[src/rtl/crra_pkg.sv]
`timescale 1ns / 1ps
// ----------------------------------------------------------------------------
// Crop-and-rotate read address package
// Shared widths, codes, configuration type and inter-stage bundles.
// ----------------------------------------------------------------------------
package crra_pkg;

    localparam int COORD_W        = 13;
    localparam int SIZE_W         = 14;
    localparam int SC_W           = 16;
    localparam int DIFF_W         = COORD_W + 1;
    localparam int STRIDE_W       = 16;
    localparam int PROD_W         = COORD_W + STRIDE_W;
    localparam int ADDR_W         = 29;
    localparam int CFG_IDX_W      = 3;
    localparam int CFG_DATA_W     = 16;
    localparam int MAX_ROW_LENGTH = 8192;
    localparam int PIXEL_STRIDE   = 1;
    localparam int PLANE_LIMIT    = 8192;

    typedef logic [COORD_W-1:0]         t_coord;
    typedef logic [SIZE_W-1:0]          t_size;
    typedef logic signed [SC_W-1:0]     t_scoord;
    typedef logic [STRIDE_W-1:0]        t_stride;
    typedef logic [ADDR_W-1:0]          t_addr;

    typedef enum logic [1:0] {
        ROT_0,
        ROT_90,
        ROT_180,
        ROT_270
    } t_rot;

    typedef enum logic [CFG_IDX_W-1:0] {
        CFG_CROP_LEFT,
        CFG_CROP_TOP,
        CFG_CROP_RIGHT,
        CFG_CROP_BOTTOM,
        CFG_ROTATION,
        CFG_ROW_STRIDE,
        CFG_PLANE_WIDTH,
        CFG_PLANE_HEIGHT
    } t_cfg_idx;

    typedef struct packed {
        t_coord  crop_left;
        t_coord  crop_top;
        t_size   crop_right;
        t_size   crop_bottom;
        t_rot    rotation;
        t_stride row_stride;
        t_size   plane_width;
        t_size   plane_height;
    } t_cfg;

    localparam t_cfg CFG_RESET = '{
        crop_left:    '0,
        crop_top:     '0,
        crop_right:   t_size'(1),
        crop_bottom:  t_size'(1),
        rotation:     ROT_0,
        row_stride:   '0,
        plane_width:  '0,
        plane_height: '0
    };

    // Input coordinates after the crop, output-size and row-clamp stages.
    typedef struct packed {
        t_coord  ox;
        t_coord  y;
        t_scoord owm1;
        t_scoord xl;
        t_scoord xh;
        t_scoord yl;
        t_scoord yh;
        t_coord  pwm1;
        t_coord  phm1;
        logic    empty;
    } t_geom;

    // Line end points clamped into the plane.
    typedef struct packed {
        t_coord ox;
        t_coord sx;
        t_coord sy;
        t_coord ex;
        t_coord ey;
        logic   empty;
    } t_line;

    // Source sample position.
    typedef struct packed {
        t_coord px;
        t_coord py;
        logic   empty;
    } t_pix;

    // Final result beat.
    typedef struct packed {
        t_coord src_x;
        t_coord src_y;
        t_addr  src_address;
        logic   plane_empty;
    } t_result;

endpackage

[src/rtl/crra_geom.sv]
`timescale 1ns / 1ps
// ----------------------------------------------------------------------------
// Crop geometry stages
// Orders the crop edges, derives the rotated output size and clamps the row
// and the row length over three pipeline stages.
// ----------------------------------------------------------------------------
module crra_geom (
    input  logic            i_clk,
    input  logic            i_rst_n,
    input  crra_pkg::t_cfg  i_cfg,
    input  logic            i_valid,
    output logic            o_ready,
    input  crra_pkg::t_coord i_out_x,
    input  crra_pkg::t_coord i_out_y,
    output logic            o_valid,
    input  logic            i_ready,
    output crra_pkg::t_geom o_data
);
    import crra_pkg::*;

    typedef struct packed {
        t_coord  ox;
        t_coord  oy;
        t_scoord xl;
        t_scoord xh;
        t_scoord yl;
        t_scoord yh;
        t_coord  pwm1;
        t_coord  phm1;
        logic    empty;
    } t_crop;

    typedef struct packed {
        t_crop   c;
        t_scoord wm1;
        t_scoord hm1;
    } t_size_st;

    logic     r_vld1, r_vld2, r_vld3;
    logic     rdy1, rdy2, rdy3;
    t_crop    r_s1, n_s1;
    t_size_st r_s2, n_s2;
    t_geom    r_s3, n_s3;

    t_scoord  left_s, top_s, right_s, bottom_s;
    t_scoord  span_x, span_y, oy_s, lim_s, pwm1_s;

    assign rdy3    = !r_vld3 || i_ready;
    assign rdy2    = !r_vld2 || rdy3;
    assign rdy1    = !r_vld1 || rdy2;
    assign o_ready = rdy1;
    assign o_valid = r_vld3;
    assign o_data  = r_s3;

    always_comb begin
        left_s   = t_scoord'(SC_W'(i_cfg.crop_left));
        top_s    = t_scoord'(SC_W'(i_cfg.crop_top));
        right_s  = t_scoord'(SC_W'(i_cfg.crop_right)) - t_scoord'(1);
        bottom_s = t_scoord'(SC_W'(i_cfg.crop_bottom)) - t_scoord'(1);
        n_s1.ox  = i_out_x;
        n_s1.oy  = i_out_y;
        n_s1.xl  = (left_s < right_s) ? left_s : right_s;
        n_s1.xh  = (left_s < right_s) ? right_s : left_s;
        n_s1.yl  = (top_s < bottom_s) ? top_s : bottom_s;
        n_s1.yh  = (top_s < bottom_s) ? bottom_s : top_s;
        n_s1.pwm1 = (i_cfg.plane_width > t_size'(PLANE_LIMIT)) ? t_coord'(PLANE_LIMIT - 1)
                                                              : t_coord'(i_cfg.plane_width - t_size'(1));
        n_s1.phm1 = (i_cfg.plane_height > t_size'(PLANE_LIMIT)) ? t_coord'(PLANE_LIMIT - 1)
                                                                : t_coord'(i_cfg.plane_height - t_size'(1));
        n_s1.empty = (i_cfg.plane_width == '0) || (i_cfg.plane_height == '0);
    end

    always_comb begin
        span_x = r_s1.xh - r_s1.xl;
        span_y = r_s1.yh - r_s1.yl;
        n_s2.c = r_s1;
        unique case (i_cfg.rotation)
            ROT_90, ROT_270: begin
                n_s2.wm1 = span_y;
                n_s2.hm1 = span_x;
            end
            ROT_0, ROT_180: begin
                n_s2.wm1 = span_x;
                n_s2.hm1 = span_y;
            end
        endcase
    end

    always_comb begin
        oy_s   = t_scoord'(SC_W'(r_s2.c.oy));
        pwm1_s = t_scoord'(SC_W'(r_s2.c.pwm1));
        lim_s  = (r_s2.wm1 < pwm1_s) ? r_s2.wm1 : pwm1_s;
        n_s3.ox    = r_s2.c.ox;
        n_s3.y     = (oy_s < r_s2.hm1) ? r_s2.c.oy : t_coord'(r_s2.hm1);
        n_s3.owm1  = (lim_s < t_scoord'(MAX_ROW_LENGTH - 1)) ? lim_s
                                                            : t_scoord'(MAX_ROW_LENGTH - 1);
        n_s3.xl    = r_s2.c.xl;
        n_s3.xh    = r_s2.c.xh;
        n_s3.yl    = r_s2.c.yl;
        n_s3.yh    = r_s2.c.yh;
        n_s3.pwm1  = r_s2.c.pwm1;
        n_s3.phm1  = r_s2.c.phm1;
        n_s3.empty = r_s2.c.empty;
    end

    always_ff @(posedge i_clk) begin
        if (!i_rst_n) begin
            r_vld1 <= 1'b0;
            r_vld2 <= 1'b0;
            r_vld3 <= 1'b0;
        end else begin
            if (rdy1) r_vld1 <= i_valid;
            if (rdy2) r_vld2 <= r_vld1;
            if (rdy3) r_vld3 <= r_vld2;
        end
    end

    always_ff @(posedge i_clk) begin
        if (rdy1) r_s1 <= n_s1;
        if (rdy2) r_s2 <= n_s2;
        if (rdy3) r_s3 <= n_s3;
    end

endmodule

[src/rtl/crra_map.sv]
`timescale 1ns / 1ps
// ----------------------------------------------------------------------------
// Line mapping stages
// Maps the first and last pixel of the output row through the rotation and
// clamps both end points into the plane.
// ----------------------------------------------------------------------------
module crra_map (
    input  logic            i_clk,
    input  logic            i_rst_n,
    input  crra_pkg::t_cfg  i_cfg,
    input  logic            i_valid,
    output logic            o_ready,
    input  crra_pkg::t_geom i_data,
    output logic            o_valid,
    input  logic            i_ready,
    output crra_pkg::t_line o_data
);
    import crra_pkg::*;

    typedef struct packed {
        t_coord  ox;
        t_scoord sx;
        t_scoord sy;
        t_scoord ex;
        t_scoord ey;
        t_coord  pwm1;
        t_coord  phm1;
        logic    empty;
    } t_ends;

    function automatic t_coord clamp_pos(t_scoord v, t_coord hi);
        t_scoord hi_s;
        hi_s = t_scoord'(SC_W'(hi));
        if (v < t_scoord'(0)) begin
            return '0;
        end else if (v > hi_s) begin
            return hi;
        end
        return t_coord'(v);
    endfunction

    logic    r_vld1, r_vld2;
    logic    rdy1, rdy2;
    t_ends   r_s1, n_s1;
    t_line   r_s2, n_s2;
    t_scoord y_s;

    assign rdy2    = !r_vld2 || i_ready;
    assign rdy1    = !r_vld1 || rdy2;
    assign o_ready = rdy1;
    assign o_valid = r_vld2;
    assign o_data  = r_s2;

    always_comb begin
        y_s        = t_scoord'(SC_W'(i_data.y));
        n_s1.ox    = i_data.ox;
        n_s1.pwm1  = i_data.pwm1;
        n_s1.phm1  = i_data.phm1;
        n_s1.empty = i_data.empty;
        unique case (i_cfg.rotation)
            ROT_0: begin
                n_s1.sx = i_data.xl;
                n_s1.sy = y_s + i_data.yl;
                n_s1.ex = i_data.xl + i_data.owm1;
                n_s1.ey = y_s + i_data.yl;
            end
            ROT_90: begin
                n_s1.sx = i_data.xh - y_s;
                n_s1.sy = i_data.yl;
                n_s1.ex = i_data.xh - y_s;
                n_s1.ey = i_data.yl + i_data.owm1;
            end
            ROT_180: begin
                n_s1.sx = i_data.xh;
                n_s1.sy = i_data.yh - y_s;
                n_s1.ex = i_data.xh - i_data.owm1;
                n_s1.ey = i_data.yh - y_s;
            end
            ROT_270: begin
                n_s1.sx = y_s + i_data.xl;
                n_s1.sy = i_data.yh;
                n_s1.ex = y_s + i_data.xl;
                n_s1.ey = i_data.yh - i_data.owm1;
            end
        endcase
    end

    always_comb begin
        n_s2.ox    = r_s1.ox;
        n_s2.sx    = clamp_pos(r_s1.sx, r_s1.pwm1);
        n_s2.sy    = clamp_pos(r_s1.sy, r_s1.phm1);
        n_s2.ex    = clamp_pos(r_s1.ex, r_s1.pwm1);
        n_s2.ey    = clamp_pos(r_s1.ey, r_s1.phm1);
        n_s2.empty = r_s1.empty;
    end

    always_ff @(posedge i_clk) begin
        if (!i_rst_n) begin
            r_vld1 <= 1'b0;
            r_vld2 <= 1'b0;
        end else begin
            if (rdy1) r_vld1 <= i_valid;
            if (rdy2) r_vld2 <= r_vld1;
        end
    end

    always_ff @(posedge i_clk) begin
        if (rdy1) r_s1 <= n_s1;
        if (rdy2) r_s2 <= n_s2;
    end

endmodule

[src/rtl/crra_walk.sv]
`timescale 1ns / 1ps
// ----------------------------------------------------------------------------
// Line walk stages
// Measures the clamped line and steps along it by the output column, holding
// the last sample once the column runs past the end.
// ----------------------------------------------------------------------------
module crra_walk (
    input  logic            i_clk,
    input  logic            i_rst_n,
    input  crra_pkg::t_cfg  i_cfg,
    input  logic            i_valid,
    output logic            o_ready,
    input  crra_pkg::t_line i_data,
    output logic            o_valid,
    input  logic            i_ready,
    output crra_pkg::t_pix  o_data
);
    import crra_pkg::*;

    typedef struct packed {
        t_coord ox;
        t_coord sx;
        t_coord sy;
        logic   horiz;
        logic   neg;
        t_coord steps;
        logic   empty;
    } t_span;

    logic                      r_vld1, r_vld2;
    logic                      rdy1, rdy2;
    t_span                     r_s1, n_s1;
    t_pix                      r_s2, n_s2;
    logic signed [DIFF_W-1:0]  diff;
    logic signed [DIFF_W-1:0]  mag;
    t_coord                    k, base, along;

    assign rdy2    = !r_vld2 || i_ready;
    assign rdy1    = !r_vld1 || rdy2;
    assign o_ready = rdy1;
    assign o_valid = r_vld2;
    assign o_data  = r_s2;

    always_comb begin
        n_s1.horiz = (i_cfg.rotation == ROT_0) || (i_cfg.rotation == ROT_180);
        if (n_s1.horiz) begin
            diff = $signed({1'b0, i_data.ex}) - $signed({1'b0, i_data.sx});
        end else begin
            diff = $signed({1'b0, i_data.ey}) - $signed({1'b0, i_data.sy});
        end
        mag        = diff[DIFF_W-1] ? -diff : diff;
        n_s1.neg   = diff[DIFF_W-1];
        n_s1.steps = t_coord'(mag);
        n_s1.ox    = i_data.ox;
        n_s1.sx    = i_data.sx;
        n_s1.sy    = i_data.sy;
        n_s1.empty = i_data.empty;
    end

    always_comb begin
        k     = (r_s1.ox < r_s1.steps) ? r_s1.ox : r_s1.steps;
        base  = r_s1.horiz ? r_s1.sx : r_s1.sy;
        along = r_s1.neg ? (base - k) : (base + k);
        n_s2.px    = r_s1.horiz ? along : r_s1.sx;
        n_s2.py    = r_s1.horiz ? r_s1.sy : along;
        n_s2.empty = r_s1.empty;
    end

    always_ff @(posedge i_clk) begin
        if (!i_rst_n) begin
            r_vld1 <= 1'b0;
            r_vld2 <= 1'b0;
        end else begin
            if (rdy1) r_vld1 <= i_valid;
            if (rdy2) r_vld2 <= r_vld1;
        end
    end

    always_ff @(posedge i_clk) begin
        if (rdy1) r_s1 <= n_s1;
        if (rdy2) r_s2 <= n_s2;
    end

endmodule

[src/rtl/crra_addr.sv]
`timescale 1ns / 1ps
// ----------------------------------------------------------------------------
// Address stages
// Multiplies the source row by the row stride, adds the column offset and
// holds the result beat in the output register; an empty plane gives zeros.
// ----------------------------------------------------------------------------
module crra_addr (
    input  logic              i_clk,
    input  logic              i_rst_n,
    input  crra_pkg::t_cfg    i_cfg,
    input  logic              i_valid,
    output logic              o_ready,
    input  crra_pkg::t_pix    i_data,
    output logic              o_valid,
    input  logic              i_ready,
    output crra_pkg::t_result o_data
);
    import crra_pkg::*;

    typedef struct packed {
        t_coord            px;
        t_coord            py;
        logic [PROD_W-1:0] prod;
        logic              empty;
    } t_mul;

    logic    r_vld1, r_vld2;
    logic    rdy1, rdy2;
    t_mul    r_s1, n_s1;
    t_result r_s2, n_s2;
    t_addr   col_off;

    assign rdy2    = !r_vld2 || i_ready;
    assign rdy1    = !r_vld1 || rdy2;
    assign o_ready = rdy1;
    assign o_valid = r_vld2;
    assign o_data  = r_s2;

    always_comb begin
        n_s1.px    = i_data.px;
        n_s1.py    = i_data.py;
        n_s1.prod  = PROD_W'(i_data.py) * PROD_W'(i_cfg.row_stride);
        n_s1.empty = i_data.empty;
    end

    always_comb begin
        col_off = t_addr'(r_s1.px) * t_addr'(PIXEL_STRIDE);
        if (r_s1.empty) begin
            n_s2.src_x       = '0;
            n_s2.src_y       = '0;
            n_s2.src_address = '0;
        end else begin
            n_s2.src_x       = r_s1.px;
            n_s2.src_y       = r_s1.py;
            n_s2.src_address = t_addr'(r_s1.prod) + col_off;
        end
        n_s2.plane_empty = r_s1.empty;
    end

    always_ff @(posedge i_clk) begin
        if (!i_rst_n) begin
            r_vld1 <= 1'b0;
            r_vld2 <= 1'b0;
        end else begin
            if (rdy1) r_vld1 <= i_valid;
            if (rdy2) r_vld2 <= r_vld1;
        end
    end

    always_ff @(posedge i_clk) begin
        if (rdy1) r_s1 <= n_s1;
        if (rdy2) r_s2 <= n_s2;
    end

endmodule

[src/rtl/crop_rotate_read_address_gen.sv]
`timescale 1ns / 1ps
// ----------------------------------------------------------------------------
// Crop-and-rotate read address generator
// Maps an output pixel of a cropped and rotated image to its source sample.
// ----------------------------------------------------------------------------
// Usage: the configuration registers (crop edges, rotation, row stride and
// plane size) are written through the write port while no beat is in
// flight. Each input beat carries one output coordinate; each output beat
// carries the source column, source row, byte address and the empty flag.
// Both channels use valid/ready and a beat moves when both are high.
// The datapath is nine register stages: crop ordering, output size, row
// clamp, rotation map, plane clamp, line measure, line step, stride
// multiply and address add. One beat is taken per cycle unless a stall at
// the receiver has filled every stage.
// Reset restores the register defaults and empties every stage.
// When the receiver stalls, each stage holds its beat and bubbles ahead of
// it close up; the input ready drops only once all nine stages are full.
// ----------------------------------------------------------------------------
module crop_rotate_read_address_gen (
    input  logic                                  i_clk,
    input  logic                                  i_rst_n,
    input  logic                                  i_cfg_we,
    input  logic [crra_pkg::CFG_IDX_W-1:0]        i_cfg_index,
    input  logic [crra_pkg::CFG_DATA_W-1:0]       i_cfg_data,
    input  logic                                  i_valid,
    output logic                                  o_ready,
    input  crra_pkg::t_coord                      i_out_x,
    input  crra_pkg::t_coord                      i_out_y,
    output logic                                  o_valid,
    input  logic                                  i_ready,
    output crra_pkg::t_coord                      o_src_x,
    output crra_pkg::t_coord                      o_src_y,
    output crra_pkg::t_addr                       o_src_address,
    output logic                                  o_plane_empty
);
    import crra_pkg::*;

    t_cfg    r_cfg;
    logic    geom_vld, geom_rdy, map_vld, map_rdy, walk_vld, walk_rdy;
    t_geom   geom_data;
    t_line   map_data;
    t_pix    walk_data;
    t_result res;

    always_ff @(posedge i_clk) begin
        if (!i_rst_n) begin
            r_cfg <= CFG_RESET;
        end else if (i_cfg_we) begin
            unique case (t_cfg_idx'(i_cfg_index))
                CFG_CROP_LEFT:    r_cfg.crop_left    <= i_cfg_data[COORD_W-1:0];
                CFG_CROP_TOP:     r_cfg.crop_top     <= i_cfg_data[COORD_W-1:0];
                CFG_CROP_RIGHT:   r_cfg.crop_right   <= i_cfg_data[SIZE_W-1:0];
                CFG_CROP_BOTTOM:  r_cfg.crop_bottom  <= i_cfg_data[SIZE_W-1:0];
                CFG_ROTATION:     r_cfg.rotation     <= t_rot'(i_cfg_data[$bits(t_rot)-1:0]);
                CFG_ROW_STRIDE:   r_cfg.row_stride   <= i_cfg_data[STRIDE_W-1:0];
                CFG_PLANE_WIDTH:  r_cfg.plane_width  <= i_cfg_data[SIZE_W-1:0];
                CFG_PLANE_HEIGHT: r_cfg.plane_height <= i_cfg_data[SIZE_W-1:0];
            endcase
        end
    end

    crra_geom u_geom (
        .i_clk   (i_clk),
        .i_rst_n (i_rst_n),
        .i_cfg   (r_cfg),
        .i_valid (i_valid),
        .o_ready (o_ready),
        .i_out_x (i_out_x),
        .i_out_y (i_out_y),
        .o_valid (geom_vld),
        .i_ready (geom_rdy),
        .o_data  (geom_data)
    );

    crra_map u_map (
        .i_clk   (i_clk),
        .i_rst_n (i_rst_n),
        .i_cfg   (r_cfg),
        .i_valid (geom_vld),
        .o_ready (geom_rdy),
        .i_data  (geom_data),
        .o_valid (map_vld),
        .i_ready (map_rdy),
        .o_data  (map_data)
    );

    crra_walk u_walk (
        .i_clk   (i_clk),
        .i_rst_n (i_rst_n),
        .i_cfg   (r_cfg),
        .i_valid (map_vld),
        .o_ready (map_rdy),
        .i_data  (map_data),
        .o_valid (walk_vld),
        .i_ready (walk_rdy),
        .o_data  (walk_data)
    );

    crra_addr u_addr (
        .i_clk   (i_clk),
        .i_rst_n (i_rst_n),
        .i_cfg   (r_cfg),
        .i_valid (walk_vld),
        .o_ready (walk_rdy),
        .i_data  (walk_data),
        .o_valid (o_valid),
        .i_ready (i_ready),
        .o_data  (res)
    );

    assign o_src_x       = res.src_x;
    assign o_src_y       = res.src_y;
    assign o_src_address = res.src_address;
    assign o_plane_empty = res.plane_empty;

    a_empty_zero: assert property (@(posedge i_clk) disable iff (!i_rst_n)
        (o_valid && o_plane_empty) |->
            ((o_src_x == '0) && (o_src_y == '0) && (o_src_address == '0)))
        else $error("empty-plane beat carries a nonzero position or address");

    a_stall_source: assert property (@(posedge i_clk) disable iff (!i_rst_n)
        !o_ready |-> (o_valid && !i_ready))
        else $error("input stalled while the output side is free");

    a_reset_flush: assert property (@(posedge i_clk)
        $past(!i_rst_n) |-> !o_valid)
        else $error("output beat valid right after reset");

endmodule
[config.mk]
export PLATFORM = sky130hd
export DESIGN_NAME = crop_rotate_read_address_gen
export DESIGN_NICKNAME = d
export VERILOG_FILES = /design/src/rtl/crra_pkg.sv /design/src/rtl/crra_geom.sv /design/src/rtl/crra_map.sv /design/src/rtl/crra_walk.sv /design/src/rtl/crra_addr.sv /design/src/rtl/crop_rotate_read_address_gen.sv
export SDC_FILE = /design/constraint.sdc
export NUM_CORES = 2
export LEC_CHECK = 0
export BUFFER_PORTS_ARGS = -buffer_cell sky130_fd_sc_hd__buf_2
export CORE_MARGIN = 2
export CORE_UTILIZATION = 64
export CTS_CLUSTER_DIAMETER = 200
export DETAILED_ROUTE_END_ITERATION = 7
export PLACE_DENSITY = 0.85
export REMOVE_ABC_BUFFERS = 1
export SYNTH_ARGS = -nofsm -noshare
export SYNTH_HDL_FRONTEND = slang
export SYNTH_SLANG_ARGS = --single-unit
[constraint.sdc]
create_clock -name i_clk -period 6.4 [get_ports i_clk]
set_clock_uncertainty 0.1 [all_clocks]
set_input_delay 0.64 -clock i_clk [delete_from_list [all_inputs] [get_ports i_clk]]
set_output_delay 0.64 -clock i_clk [all_outputs]
set_load 0.03 [all_outputs]
Word level (Yosys, flattened, before mapping). Cells that the tools add are included.

Register bits: 860. Bits of input ports: 50. Output and inout bits: 58. Logic and storage cells: 199.

$add $sub $neg: 20. Multiply operators: 1. $lt $le $gt $ge: 16. Equality and inequality tests: 10. Muxes and demuxes: 35. Reduce and logical (&&, ||, !) cells: 34.

Operator list (number): 2-to-1 mux 13 bit (23); case mux 64 bit (4 select lines) (1); greater-than comparator 16 x 14 -> 1 bit (4); < comparator 16 x 1 -> 1 bit, second input constant (4); case mux 32 bit (2 select lines) (1); adder 14 x 15 -> 16 bit (2); adder 15 x 16 -> 16 bit (2); subtractor 15 x 14 -> 16 bit (2); subtractor 15 x 15 -> 16 bit (2); subtractor 15 x 16 -> 16 bit (2); < comparator 14 x 15 -> 1 bit (2); subtractor 14 x 1 -> 15 bit, second input constant (2); adder 29 x 13 -> 29 bit (1); multiplier 13 x 16 -> 29 bit (1); greater-than comparator 14 bit, second input constant (2); logical NOT 14 bit (2); subtractor 13 x 13 -> 14 bit (2); subtractor 13 x 1 -> 13 bit, second input constant (2); < comparator 14 x 16 -> 1 bit (1); < comparator 16 x 14 -> 1 bit (1); < comparator 16 x 14 -> 1 bit, second input constant (1); 2-to-1 mux 16 bit (1); AND reduction 2 bit (8); 2-to-1 mux 14 bit (1); other kinds (15) (46).

Depth between registers and ports, before layout.
Word-level depth: 10. Depth in mapped cells: 22. Gate-level depth less buffers: 21.

Hierarchy. Synthesis repeated with hierarchy kept, for this count alone.

Cells, all modules: 4714. Area, all modules: 52900.7 µm².

Modules (own cells, without submodules): crra_geom (instances 1, cells an instance 1143, area each 17048.9 µm², seq. area each 11681.2 µm²); crra_map (instances 1, cells an instance 1493, area each 14473.9 µm², seq. area each 5144.9 µm²); crra_addr (instances 1, cells an instance 1120, area each 11516.0 µm², seq. area each 3403.3 µm²); crra_walk (instances 1, cells an instance 605, area each 6187.2 µm², seq. area each 2502.4 µm²); crop_rotate_read_address_gen (instances 1, cells an instance 353, area each 3674.8 µm², seq. area each 2001.9 µm²).

Least setup slack after synthesis. OpenSTA, ideal clock, no wires.

Path kind: input to register. From: in i_ready. To: reg u_geom.r_s1 (netlist bit u_geom.n_s2[100]), enable pin. Setup time: 1.389 ns. Data arrival time: 4.390 ns. Data required time: 4.911 ns. Setup slack: 0.521 ns. Stages: 6. Path buffers: 0. Path through: nor2b_1 and3_1 and2_1 and3_1 and2_1 nand3_1.

Cells in the longest elaborated chain, start to end: 9.

RTL lines: start, declared (line crop_rotate_read_address_gen.sv:30) `input logic i_ready,`; logical OR 1 bit (line crra_addr.sv:33) `assign rdy2 = !r_vld2 || i_ready;`; logical OR 1 bit (line crra_addr.sv:34) `assign rdy1 = !r_vld1 || rdy2;`; logical OR 1 bit (line crra_walk.sv:38) `assign rdy2 = !r_vld2 || i_ready;`; logical OR 1 bit (line crra_walk.sv:39) `assign rdy1 = !r_vld1 || rdy2;`; logical OR 1 bit (line crra_map.sv:48) `assign rdy2 = !r_vld2 || i_ready;`; logical OR 1 bit (line crra_map.sv:49) `assign rdy1 = !r_vld1 || rdy2;`; logical OR 1 bit (line crra_geom.sv:48) `assign rdy3 = !r_vld3 || i_ready;`; logical OR 1 bit (line crra_geom.sv:49) `assign rdy2 = !r_vld2 || rdy3;`; logical OR 1 bit (line crra_geom.sv:50) `assign rdy1 = !r_vld1 || rdy2;`; via o_ready (line crop_rotate_read_address_gen.sv:26) `output logic o_ready,`; end signal, assigned (line crra_geom.sv:119) `if (rdy1) r_s1 <= n_s1;`; end, declared (line crra_geom.sv:41) `t_crop r_s1, n_s1;`.

The timed path passes the listed nets, and every way through them passes these cells. A chain may end at the register's enable or synchronous reset.

==> impl_metrics.tcl <==
set metrics [dict create \
    run_status "completed" \
    cts.htree.levels 3 \
    synthDistinctLibCells 89 \
    postCtsSetupRepairBufs 0 \
    combPwrFrac_pct 39.3 \
    p_sw_share_pct 37.19 \
    cp_cell_sequence "and2_1 -> fa_1 -> inv_1 -> fa_1 -> inv_1 -> fa_1 -> fa_1 -> inv_1 -> fa_1 -> inv_1 -> ha_1 -> o21a_1 -> o21a_1 -> o41a_1 -> a41o_1 -> o41ai_4 -> buf_4 -> o21bai_1 -> a21oi_1 -> xnor2_1" \
    tightest_slew_ps 1198 \
    antenna_found_initial 2 \
    grt_max_degree 110 \
    start_kind "flop" \
    n_fill_cell 5377 \
    num_rows 103 \
    yosysMostFrequentCell "edfxtp_1" \
    cap_viol_max_count 0 \
    clkSinkCount 860 \
    synth_commonest_cells "edfxtp_1 (751), nand2_1 (536), inv_1 (453), ha_1 (386), nor2_1 (229)" \
    syn2layout_area_growth_pct 9.307 \
    cts_hold_buf 0 \
    r2r-start "u_walk.o_data[2]$_DFFE_PP_" \
    core_mm2 0.07900 \
    crit_start "u_walk.o_data[2]$_DFFE_PP_" \
    cp_num_buf_inv 5 \
    start_util_pct 64.75 \
    hold_ws_ps 47.50 \
    grt_pass1_vias 35270 \
    ctsResizeCount 0 \
    pin_count 108 \
    pwr-share-seq_pct 37.8 \
    synth_largest_area_cell "edfxtp_1" \
    fin_cells 5807 \
    place.gp.congestion 0.9853 \
    cp_slowest_stage_delay_ps 650 \
    rsz0062_at_grt "false" \
    drc 0 \
    path_depth 20 \
    synth_edf_count 751 \
    synth-async-reset-ratio_pct 0 \
    final.period_utilization_pct 95.62 \
    ys_seq_elements 860 \
    p_per_area_mw_per_mm2 426.4 \
    clk_pin_slew_ps 60 \
    syn_avg_cell_area_um2 11.16 \
    synth_cells 4585 \
    p_leak_nw 24.01 \
    critPathKind "flop to flop" \
    portBuffers 107 \
    dp.cells 5639 \
    cp_top_family "adder cells" \
    setup_viol 0 \
    cp_slowest_cell "edfxtp_1" \
    vias_per_cell 6.091 \
    cts.root.buffer_cell "clkbuf_16" \
    via_count 35370 \
    finalWirelength_mm 125.1 \
    numCtsBuffers 89 \
    fin_crit_ps 6119 \
    multi_input_area_mm2 0.02420 \
    min_path_type "input pin to flop" \
    avgRoutedWirePerCell_um 21.55 \
    p_int_mw 14.98 \
    clk_latency_ps 670 \
    p_sw_mw 8.868 \
    layout-drive-gt1-share_pct 9.188 \
    tns_ps 0 \
    yosysSeqAreaShare_pct 48.35 \
    ant_nets 0 \
    crit_end "u_addr.r_s1[22]$_DFFE_PP_" \
    ctsLongestPathBuffers 3 \
    ys.flop_type "edfxtp_1" \
    cp.arrival_ps 6410 \
    die_w_um 286.7 \
    post-dp-hpwl_mm 93.67 \
    finalInstanceArea_mm2 0.05591 \
    overflow 0 \
    r2r_cells 20 \
    hold_viol 0 \
    clockPowerShare_pct 22.9 \
    required_ps 6690 \
    place_area_mm2 0.05279 \
    yosysWarningCount 0 \
    crit_top_cell "fa_1" \
    design.die.area_mm2 0.08221 \
    tritoncts "yes" \
    timing.reg2reg.setup_slack_ps 280 \
    irDropWorstVdd_v 0.0002729 \
    maxSlewHeadroom_pct 19.99 \
    r2r_end "u_addr.r_s1[22]$_DFFE_PP_" \
    yosysTopAreaCellShare_pct 44.09 \
    drtIter0Drc 3401 \
    worst_setup_path_end_kind "flop" \
    grt_first_pass_wirelength_mm 195.7 \
    first_pass_iters 6 \
    die_h_um 286.7 \
    cp_max_fo 17 \
    regArea_mm2 0.02474 \
    grt_usage_pct 30.91 \
    syn-cell-area_mm2 0.05115 \
    fmax_mhz 163.4 \
    p_total_mw 23.84 \
    synth_area_leaders "edfxtp_1 (44%), ha_1 (9.4%), fa_1 (6.6%), dfxtp_1 (4.3%), nand2_1 (3.9%)" \
    fin_nets 5284 \
    drv_slew 0 \
]
## stage by stage
| step | utilization, % | worst slack, ps |
|---|---|---|
| floorplan | - | 520.7 |
| global placement | 66.82 | 457.3 |
| detailed placement | 66.82 | 311.9 |
| CTS | 70.78 | 288.0 |
| global route | 70.78 | 41.34 |
| finish | 70.78 | 280.6 |
## layout by cell type, fill, tap and decap left out, drive strengths merged, types with 12 or more instances in the layout
| cell | instances |
|---|---|
| edfxtp | 751 |
| nand2 | 536 |
| inv | 459 |
| ha | 386 |
| nor2 | 230 |
| a21oi | 218 |
| o21ai | 197 |
| fa | 168 |
| xnor2 | 158 |
| buf | 146 |
| dfxtp | 109 |
| clkbuf | 107 |
| and2 | 103 |
| a21boi | 101 |
| nor2b | 88 |
| mux2 | 86 |
| xor2 | 85 |
| a21o | 76 |
| nor3 | 69 |
| o21a | 63 |
| mux2i | 46 |
| nand3 | 46 |
| or4 | 37 |
| nand2b | 36 |
| clkinv | 34 |
| o41ai | 32 |
| a211oi | 30 |
| nor4 | 28 |
| or3 | 26 |
| o211ai | 25 |
| nand4 | 24 |
| o31ai | 23 |
| and3 | 22 |
| a31oi | 19 |
| o21bai | 14 |
| a2111oi | 12 |
## routing by layer
metal  share of wire, %  up-vias  global-route usage (%)
li1                   -    16470                       -
met1                 39    16940                   39.63
met2                 47     1615                   51.11
met3                7.6      351                   4.356
met4                6.1        2                   16.75
met5              0.011        -                       0
## power by group through the flow
stage	clock network, mW	registers [mW]	logic (mW)
after floorplan	0	8.53	6.79
after global placement	0	9.00	8.84
after detailed placement	0	9.06	9.13
after CTS	5.51	8.96	9.25
after global routing	5.72	9.11	10.3
final	5.45	9.01	9.38
## state kept, by name, indices dropped and copies added (netlist names), 14 cells and up
| register | count |
|---|---|
| r_cfg | 100 |
| u_geom.r_s2 | 32 |
| u_map.r_s1 | 90 |
| u_map.o_data | 66 |
| u_walk.r_s1 | 54 |
| u_geom.n_s2 | 113 |
| u_addr.r_s1 | 55 |
| u_geom.o_data | 129 |
| u_addr.o_data | 56 |
| u_walk.o_data | 27 |
| u_map.n_s2 | 14 |
| u_geom.n_s3 | 100 |
## logic make-up (layout without fill, tap and decap cells)
kind of cell,after synthesis,in the layout,synth area share [%]
mux,143,143,3.278
simple gates,1288,1288,12.02
fa+ha+maj,554,554,16.02
compound gates,900,900,11.72
flops,860,860,48.35
other cells,1,3,0.007331
buf+inv,596,766,4.447
xor+xnor,243,243,4.161
## how the worst min path moves through the flow
stage	startpoint	endpoint	slack, ps	depth (start not counted)
2_1_floorplan	u_walk.o_data[0]$_DFFE_PP_	u_addr.n_s2[0]$_DFFE_PP_	300	0
4_1_cts	i_out_y[3]	u_geom.n_s2[126]$_DFFE_PP_	20	1
3_3_place_gp	u_geom.n_s3[80]$_DFFE_PP_	u_geom.o_data[80]$_DFFE_PP_	300	0
5_1_grt	i_out_y[8]	u_geom.n_s2[131]$_DFFE_PP_	40	1
3_5_place_dp	u_walk.o_data[19]$_DFFE_PP_	u_addr.r_s1[48]$_DFFE_PP_	300	0
6_report	i_out_y[12]	u_geom.n_s2[135]$_DFFE_PP_	50	1
## final cells by class
type,instances,area share (%)
Antenna cell,1,0.004475
Sequential cell,860,44.24
Clock buffer,107,4.325
Clock inverter,60,1.264
Inverter,453,3.050
Multi-Input combinational cell,3130,43.28
Tap cell,1050,2.350
Timing Repair Buffer,146,1.481
Note: power is estimated with default switching activity, not from simulation.
